--- src/sv/pvns_pkg.sv ---
// shared constants and types for the periodic value-noise sampler
// no dependencies
package pvns_pkg;

	localparam int COORD_BITS = 16;
	localparam int FRAC_BITS  = 16;
	localparam int ENTRY_BITS = 6;
	localparam int CFG_BITS   = 16;
	localparam int COUNT_BITS = 7;

	localparam logic KIND_LOAD   = 1'b0;
	localparam logic KIND_SAMPLE = 1'b1;

	localparam logic [1:0] CFG_FRAME_WIDTH  = 2'd0;
	localparam logic [1:0] CFG_FRAME_HEIGHT = 2'd1;
	localparam logic [1:0] CFG_LATTICE_COLS = 2'd2;
	localparam logic [1:0] CFG_LATTICE_ROWS = 2'd3;

	typedef struct packed {
		logic [ENTRY_BITS-1:0] row;
		logic [ENTRY_BITS-1:0] col;
		logic [FRAC_BITS-1:0]  value;
	} load_word_t;

endpackage

--- src/sv/pvns_locate.sv ---
// one axis: coordinate to wrapped lattice index and smoothstep fraction
// pipelined restoring dividers and a two-stage smoothstep; uses pvns_pkg
module pvns_locate #(
	parameter int CW = 7,
	parameter int QW = 6
) (
	input  logic                             clk,
	input  logic                             en,
	input  logic [pvns_pkg::COORD_BITS-1:0]  coord,
	input  logic [CW-1:0]                    count,
	input  logic [pvns_pkg::COORD_BITS-1:0]  size,
	output logic [QW-1:0]                    idx,
	output logic [pvns_pkg::FRAC_BITS-1:0]   shaped
);

	localparam int CB = pvns_pkg::COORD_BITS;
	localparam int FB = pvns_pkg::FRAC_BITS;
	localparam int N2 = QW + FB;
	localparam int PW = CB + CW;

	// coord mod size
	logic [CB-1:0] r1_q [CB];
	logic [CB-1:0] d1_q [CB];

	for (genvar k = 0; k < CB; k++) begin : g_div1
		logic [CB-1:0] rin, din;
		logic [CB:0]   trial;
		logic          ge;
		assign rin   = (k == 0) ? '0 : r1_q[(k == 0) ? 0 : k-1];
		assign din   = (k == 0) ? coord : d1_q[(k == 0) ? 0 : k-1];
		assign trial = {rin, din[CB-1]};
		assign ge    = trial >= {1'b0, size};
		always_ff @(posedge clk) begin
			if (en) begin
				r1_q[k] <= ge ? CB'(trial - {1'b0, size}) : trial[CB-1:0];
				d1_q[k] <= {din[CB-2:0], 1'b0};
			end
		end
	end

	logic [PW-1:0] prod_q;

	always_ff @(posedge clk) begin
		if (en) begin
			prod_q <= PW'(r1_q[CB-1]) * PW'(count);
		end
	end

	// (prod << 16) / size, integer part stays below count
	logic [CB-1:0] a2_q [N2];
	logic [N2-1:0] q2_q [N2];

	for (genvar k = 0; k < N2; k++) begin : g_div2
		logic [CB-1:0] ain;
		logic [N2-1:0] qin;
		logic [CB:0]   trial;
		logic          ge;
		assign ain   = (k == 0) ? CB'(prod_q >> QW) : a2_q[(k == 0) ? 0 : k-1];
		assign qin   = (k == 0) ? {prod_q[QW-1:0], {FB{1'b0}}} : q2_q[(k == 0) ? 0 : k-1];
		assign trial = {ain, qin[N2-1]};
		assign ge    = trial >= {1'b0, size};
		always_ff @(posedge clk) begin
			if (en) begin
				a2_q[k] <= ge ? CB'(trial - {1'b0, size}) : trial[CB-1:0];
				q2_q[k] <= {qin[N2-2:0], ge};
			end
		end
	end

	logic [FB-1:0]   t;
	logic [2*FB-1:0] tt_s1;
	logic [FB+1:0]   w_s1;
	logic [QW-1:0]   ix_s1, ix_s2;
	logic [FB-1:0]   sh_s2;
	logic [3*FB+1:0] cube;

	assign t    = q2_q[N2-1][FB-1:0];
	assign cube = (3*FB+2)'(tt_s1) * (3*FB+2)'(w_s1);

	always_ff @(posedge clk) begin
		if (en) begin
			tt_s1 <= (2*FB)'(t) * (2*FB)'(t);
			w_s1  <= (FB+2)'(3 * (1 << FB)) - {1'b0, t, 1'b0};
			ix_s1 <= q2_q[N2-1][N2-1:FB];
			sh_s2 <= FB'(cube >> (2*FB));
			ix_s2 <= ix_s1;
		end
	end

	assign idx    = ix_s2;
	assign shaped = sh_s2;

endmodule

--- config.mk ---
export PLATFORM = sky130hd
export DESIGN_NAME = pvns_locate
export DESIGN_NICKNAME = d
export VERILOG_FILES = /design/src/sv/pvns_pkg.sv /design/src/sv/pvns_locate.sv
export SDC_FILE = /design/constraint.sdc
export NUM_CORES = 2
export LEC_CHECK = 0
export ABC_CLOCK_PERIOD_IN_PS = 9550
export BUFFER_PORTS_ARGS = -buffer_cell sky130_fd_sc_hd__buf_4
export CORE_MARGIN = 2
export CORE_UTILIZATION = 60
export DETAILED_ROUTE_END_ITERATION = 10
export PLACE_DENSITY = 0.76
export SLEW_MARGIN = 40
export SYNTH_ARGS = -nofsm -noshare
export SYNTH_HDL_FRONTEND = slang
export SYNTH_SLANG_ARGS = --single-unit
--- constraint.sdc ---
create_clock -name clk -period 9.55 [get_ports clk]
set_clock_uncertainty 0.2 [all_clocks]
set_input_delay 1.91 -clock clk [delete_from_list [all_inputs] [get_ports clk]]
set_output_delay 1.91 -clock clk [all_outputs]
set_load 0.05 [all_outputs]
Word-level counts from Yosys, hierarchy flattened
Memory sizes are Yosys's and may differ from the RTL's.
Cells that the tools add are included.
Word-level totals
  output and inout port bits: 22
  memories: 4
  memory bits (writable): 1332
  logic and storage cells: 130
  register bits after elaboration: 100
Operators by class
  add/subtract/negate cells: 39
  multiplexer cells: 40
  order comparisons: 38
  multipliers: 3
Memory list
  q2_q: words 22, width 22, read ports 22, clocked after Yosys merged registers in 0, wr ports 22, RTL line pvns_locate.sv:51  | logic [N2-1:0] q2_q [N2];
  a2_q: words 22, width 16, read ports 21, clocked after Yosys merged registers in 0, wr ports 22, RTL line pvns_locate.sv:50  | logic [CB-1:0] a2_q [N2];
  r1_q: words 16, width 16, read ports 16, clocked after Yosys merged registers in 0, wr ports 16, RTL line pvns_locate.sv:22  | logic [CB-1:0] r1_q [CB];
  d1_q: words 16, width 15, read ports 15, clocked after Yosys merged registers in 0, wr ports 16, RTL line pvns_locate.sv:23  | logic [CB-1:0] d1_q [CB];
Operators with widths (count)
  $ge A17 B16 Y1: 37
  $mux W16: 38
  $sub A16 B16 Y16: 37
  $mul A32 B18 Y48: 1
  $mul A16 B16 Y32: 1
  $mul A16 B7 Y22: 1
  $sub A18 B17 Y18 const A: 1
  $ge A1 B16 Y1: 1
  $sub A1 B16 Y16: 1
  $mux W1: 2

Longest topological paths before layout
An unclocked memory read counts as a cell.
  depth in word-level cells: 3
  depth in mapped cells: 26

Worst setup path before layout
No wires, ideal clock.
  path type: reg-to-reg
  from: memory q2_q[10][31] in the netlist's numbering
  to: register tt_s1[29], data pin
  period minus slack after synthesis: 6.632 ns
  cell stages (with the launch flop): 23
  data arrival time: 6.174 ns
  slack: 2.918 ns
  path buffers: 3
  path through: edfxtp_1 clkbuf_1 clkbuf_1 nand2_1 fa_1 inv_1 fa_1 fa_1 fa_1 inv_1 fa_1 fa_1 inv_1 ha_1 clkbuf_1 nand4_1 or3_1 o311ai_0 nand3_1 a31oi_1 o21a_1 nor2_1 xnor2_1
RTL lines
  from (decl): RTL line pvns_locate.sv:51
  to (signal assigned): RTL line pvns_locate.sv:82  | tt_s1 <= (2*FB)'(t) * (2*FB)'(t);
  to (decl): RTL line pvns_locate.sv:71  | logic [2*FB-1:0] tt_s1;

Worst setup path after layout
  from: register w_s1[9]
  to: register sh_s2[11] (netlist: shaped[11]), data pin
On the way
  longest elaborated chain between the ends: 1
Ends and longest elaborated chain
  from (decl): RTL line pvns_locate.sv:72  | logic [FB+1:0] w_s1;
  from (signal assigned): RTL line pvns_locate.sv:83  | w_s1 <= (FB+2)'(3 * (1 << FB)) - {1'b0, t, 1'b0};
  $mul A32 B18 Y48: RTL line pvns_locate.sv:78  | assign cube = (3*FB+2)'(tt_s1) * (3*FB+2)'(w_s1);
  net cube[43]: RTL line pvns_locate.sv:75  | logic [3*FB+1:0] cube;
  to (signal assigned): RTL line pvns_locate.sv:85  | sh_s2 <= FB'(cube >> (2*FB));
  to (decl): RTL line pvns_locate.sv:74  | logic [FB-1:0] sh_s2;
The timed path passes the listed nets, and every way through them passes these cells.
A chain may end at the register's enable or synchronous reset.

==> impl_results.html <==
<table>
<tr><th>Metric</th><th>Value</th></tr>
<tr><th colspan="2">Setup path</th></tr>
<tr><td>Critical path data required time</td><td>9.83 ns</td></tr>
<tr><td>Crit Path Max Fanout</td><td>19</td></tr>
<tr><td>Most numerous cell on the critical path</td><td>fa_1</td></tr>
<tr><td>Category of the most critical setup path</td><td>register to register</td></tr>
<tr><td>CP Capture Type</td><td>register</td></tr>
<tr><td>Standard cell with the maximum stage delay on the critical path</td><td>edfxtp_1</td></tr>
<tr><td>Crit-path cells</td><td>buf_4 &gt; nand2_1 &gt; fa_1 &gt; inv_1 &gt; fa_1 &gt; fa_1 &gt; fa_1 &gt; fa_1 &gt; inv_1 &gt; fa_1 &gt; inv_1 &gt; ha_1 &gt; nand4_1 &gt; nor3_1 &gt; o2111ai_1 &gt; o211ai_1 &gt; o21ai_0 &gt; a21oi_1 &gt; a21oi_1 &gt; o21ai_0 &gt; xnor2_1</td></tr>
<tr><td>Category of the worst setup path launch point</td><td>register</td></tr>
<tr><td>Arrival time of data at the critical path endpoint</td><td>just over 8 ns</td></tr>
<tr><td>Critical path's largest stage delay</td><td>around 0.96 ns</td></tr>
<tr><th colspan="2">Clock tree</th></tr>
<tr><td>Sinks on Clock Net</td><td>approximately 1100</td></tr>
<tr><td>Number of clock buffers inserted by TritonCTS</td><td>about 120</td></tr>
<tr><td>H-tree Lvls</td><td>3</td></tr>
<tr><td>Post-CTS setup repair buffer count</td><td>0</td></tr>
<tr><td>Number of hold-repair buffers added at the cts stage</td><td>0</td></tr>
<tr><td>Clock transition at the register clock pins on the worst setup and hold paths after CTS</td><td>0.06 ns</td></tr>
<tr><td>Clock tree from TritonCTS</td><td>built</td></tr>
<tr><td>Max Root-Sink Buffers</td><td>3</td></tr>
<tr><td>Cell chosen for the clock root</td><td>clkbuf_16</td></tr>
<tr><td>Later-pin clock latency in the skew report</td><td>0.77 ns</td></tr>
<tr><td>Resized Gates After CTS</td><td>0</td></tr>
<tr><th colspan="2">GRT</th></tr>
<tr><td>Total track usage</td><td>between 20% and 30%</td></tr>
<tr><td>Number of global-route vias before repair</td><td>65463</td></tr>
<tr><td>Total overflow reported by the global router</td><td>0</td></tr>
<tr><td>First-pass GRT wire length</td><td>344 mm</td></tr>
<tr><td>Initial antenna violation count</td><td>2</td></tr>
<tr><td>Pin count of the biggest net entering global routing</td><td>143</td></tr>
<tr><th colspan="2">Run</th></tr>
<tr><td>Max-cap check violation count</td><td>0</td></tr>
<tr><th colspan="2">Floorplanning</th></tr>
<tr><td>Core area</td><td>approximately 0.15 mm^2</td></tr>
<tr><td>Die area</td><td>between 0.15 and 0.2 mm^2</td></tr>
<tr><td>Chip height</td><td>394 um</td></tr>
<tr><td>Cell Rows</td><td>143</td></tr>
<tr><td>Top Ports</td><td>63</td></tr>
<tr><td>Starting density of the core</td><td>roughly three fifths</td></tr>
<tr><td>Die boundary width</td><td>between 300 and 400 um</td></tr>
<tr><th colspan="2">STA</th></tr>
<tr><td>Final hold violations</td><td>0</td></tr>
<tr><td>Worst-case headroom to the max-slew limit</td><td>between 30 and 40%</td></tr>
<tr><td>Max Clock Freq</td><td>approximately 130 MHz</td></tr>
<tr><td>Post-route fraction of the period consumed by the critical path</td><td>81.7%</td></tr>
<tr><td>Time the final worst path needs with I/O delays and setup</td><td>7.80 ns</td></tr>
<tr><td>RSZ-0062 raised after global routing</td><td>no</td></tr>
<tr><td>Transition time of the tightest slew-check pin</td><td>0.939 ns</td></tr>
<tr><td>Final slew viol count</td><td>0</td></tr>
<tr><td>Total negative slack</td><td>0 ns</td></tr>
<tr><td>Final setup vio count</td><td>0</td></tr>
<tr><th colspan="2">Synthesis</th></tr>
<tr><td>Fraction of the yosys area taken by sequential cells</td><td>35.4%</td></tr>
<tr><td>Post-Syn Instances</td><td>8393</td></tr>
<tr><td>Post-synth top flop</td><td>edfxtp_1</td></tr>
<tr><td>Syn. warnings</td><td>0</td></tr>
<tr><td>Number of enable flip-flop cells after synthesis</td><td>1077</td></tr>
<tr><td>Number of distinct library cells after synthesis</td><td>73</td></tr>
<tr><td>Seq cells post-synth</td><td>1077</td></tr>
<tr><td>Mean cell area of the mapped netlist</td><td>10.9 um^2</td></tr>
<tr><td>Share of flip-flops with an asynchronous set or reset after synthesis</td><td>0%</td></tr>
<tr><td>Post-Syn Area</td><td>between 0.09 and 0.1 mm^2</td></tr>
<tr><th colspan="2">Placement</th></tr>
<tr><td>Post-DP HPWL</td><td>approximately 150 mm</td></tr>
<tr><td>Routability congestion estimate</td><td>around 0.91</td></tr>
<tr><td>Port bufs</td><td>between 60 and 70</td></tr>
<tr><th colspan="2">Route</th></tr>
<tr><td>First-pass iteration count of the detailed router</td><td>6</td></tr>
<tr><td>Vias after detailed routing</td><td>approximately 64000</td></tr>
<tr><td>Via density per instance</td><td>5.98</td></tr>
<tr><td>Drc violations</td><td>0</td></tr>
<tr><td>Detail-routed net length per standard cell</td><td>around 20 um</td></tr>
<tr><td>Aggregate routed wire length</td><td>approximately 210 mm</td></tr>
<tr><td>Antenna violation net count after detailed routing</td><td>0</td></tr>
<tr><td>Iteration-0 DRC Markers</td><td>4304</td></tr>
<tr><th colspan="2">Final layout</th></tr>
<tr><td>Commonest cells after routing, fill and taps aside</td><td>edfxtp_1 (1077), inv_1 (1040), ha_1 (877)</td></tr>
<tr><td>Fraction of layout cells with a size suffix above 1</td><td>10.1%</td></tr>
<tr><td>Antenna diodes</td><td>0</td></tr>
<tr><td>Total Nets Final</td><td>between 10000 and 15000</td></tr>
<tr><td>Layout area overhead</td><td>8.21%</td></tr>
<tr><td>Number of inserted filler cells in the final layout</td><td>11596</td></tr>
<tr><td>Most common library cell in the layout ignoring fill and taps</td><td>edfxtp_1</td></tr>
<tr><th colspan="2">Hold path</th></tr>
<tr><td>Worst hold-check path type</td><td>register to register</td></tr>
<tr><th colspan="2">Outcome</th></tr>
<tr><td>Outcome</td><td>completed</td></tr>
</table>
[Yosys cell counts, types with 190 or more instances]
library cell / instances / area [um^2]
edfxtp_1: 1077 / 32300
inv_1: 1054 / 3960
ha_1: 877 / 11000
fa_1: 707 / 14200
nand2_1: 668 / 2510
nor2_1: 477 / 1790
mux2_2: 426 / 4800
and2_1: 352 / 2200
a21oi_1: 315 / 1580
o21ai_0: 281 / 1410
xnor2_1: 271 / 2370
xor2_1: 190 / 1660
[critical path: cells and delay by family, from the launching register on]
| family | cells | cell delay (ns) |
|---|---|---|
| and+or+nand+nor | 3 | 0.60 |
| DFF | 1 | 0.96 |
| AOI/OAI and AO/OA | 6 | 1.74 |
| adders and majority gates | 7 | 3.45 |
| buffers and inverters | 4 | 0.46 |
| xor gates and xnor gates | 1 | 0.09 |
[worst paths after layout]
path | start | depth (start not counted) | endpoint | slack, ns
min reg2reg | q2_q[1][0] | 0 | q2_q[1][23] | 0.20
max reg2reg | w_s1[9] | 21 | shaped[11] | 1.75
min | q2_q[1][0] | 0 | q2_q[1][23] | 0.20
max | w_s1[9] | 21 | shaped[11] | 1.75
[flip-flops by register name, summed over array words and instances (netlist names)]
name / flops
r1_q: 256
tt_s1: 31
q2_q: 268
prod_q: 22
ix_s1: 6
d1_q: 120
w_s1: 16
shaped: 16
a2_q: 336
idx: 6
[through the flow]
stage	utilization [%]	setup slack (ns)	hold slack, ns	std cells	instance area, um^2
after floorplan	-	2.92	0.200	8399	91300
after global placement	62.2	1.88	0.200	10386	94200
after detailed placement	62.4	1.77	0.205	10414	94500
after CTS	65.1	1.71	0.202	10637	98600
after global routing	65.2	1.40	0.198	10641	98800
final	65.2	1.75	0.199	10641	98800
[cell type report]
| class | instances | area, um^2 | area share [%] |
|---|---|---|---|
| Sequential cell | 1077 | 32300 | 32.7 |
| Timing Repair Buffer | 153 | 1350 | 1.36 |
| Tap cell | 2030 | 2540 | 2.57 |
| Inverter | 1062 | 4000 | 4.05 |
| Clock inverter | 90 | 1040 | 1.06 |
| Clock buffer | 133 | 3050 | 3.09 |
| Multi-Input combinational cell | 6096 | 54500 | 55.1 |
[per-layer routing]
layer  part of all wire [%]  vias up  GRT usage [%]
li1                       -    29571              -
met1                     41    31499           35.5
met2                     49     2093           47.3
met3                    5.7      513           3.36
met4                    3.9        4           10.9
met5                  0.010        -              0
[kinds of logic after synthesis]
| family | count (synthesis) | synth area share, % |
|---|---|---|
| compound gates | 1309 | 9.57 |
| xor+xnor | 461 | 4.42 |
| fa+ha+maj | 1584 | 27.5 |
| buf+inv | 1226 | 5.15 |
| flops | 1077 | 35.4 |
| mux | 483 | 5.88 |
| other cells | 2 | 0.00823 |
| simple gates | 2251 | 12.0 |
Power is left out: the tool's default activity adds up to more than one toggle a clock period on the data nets, which glitch-free logic cannot reach.
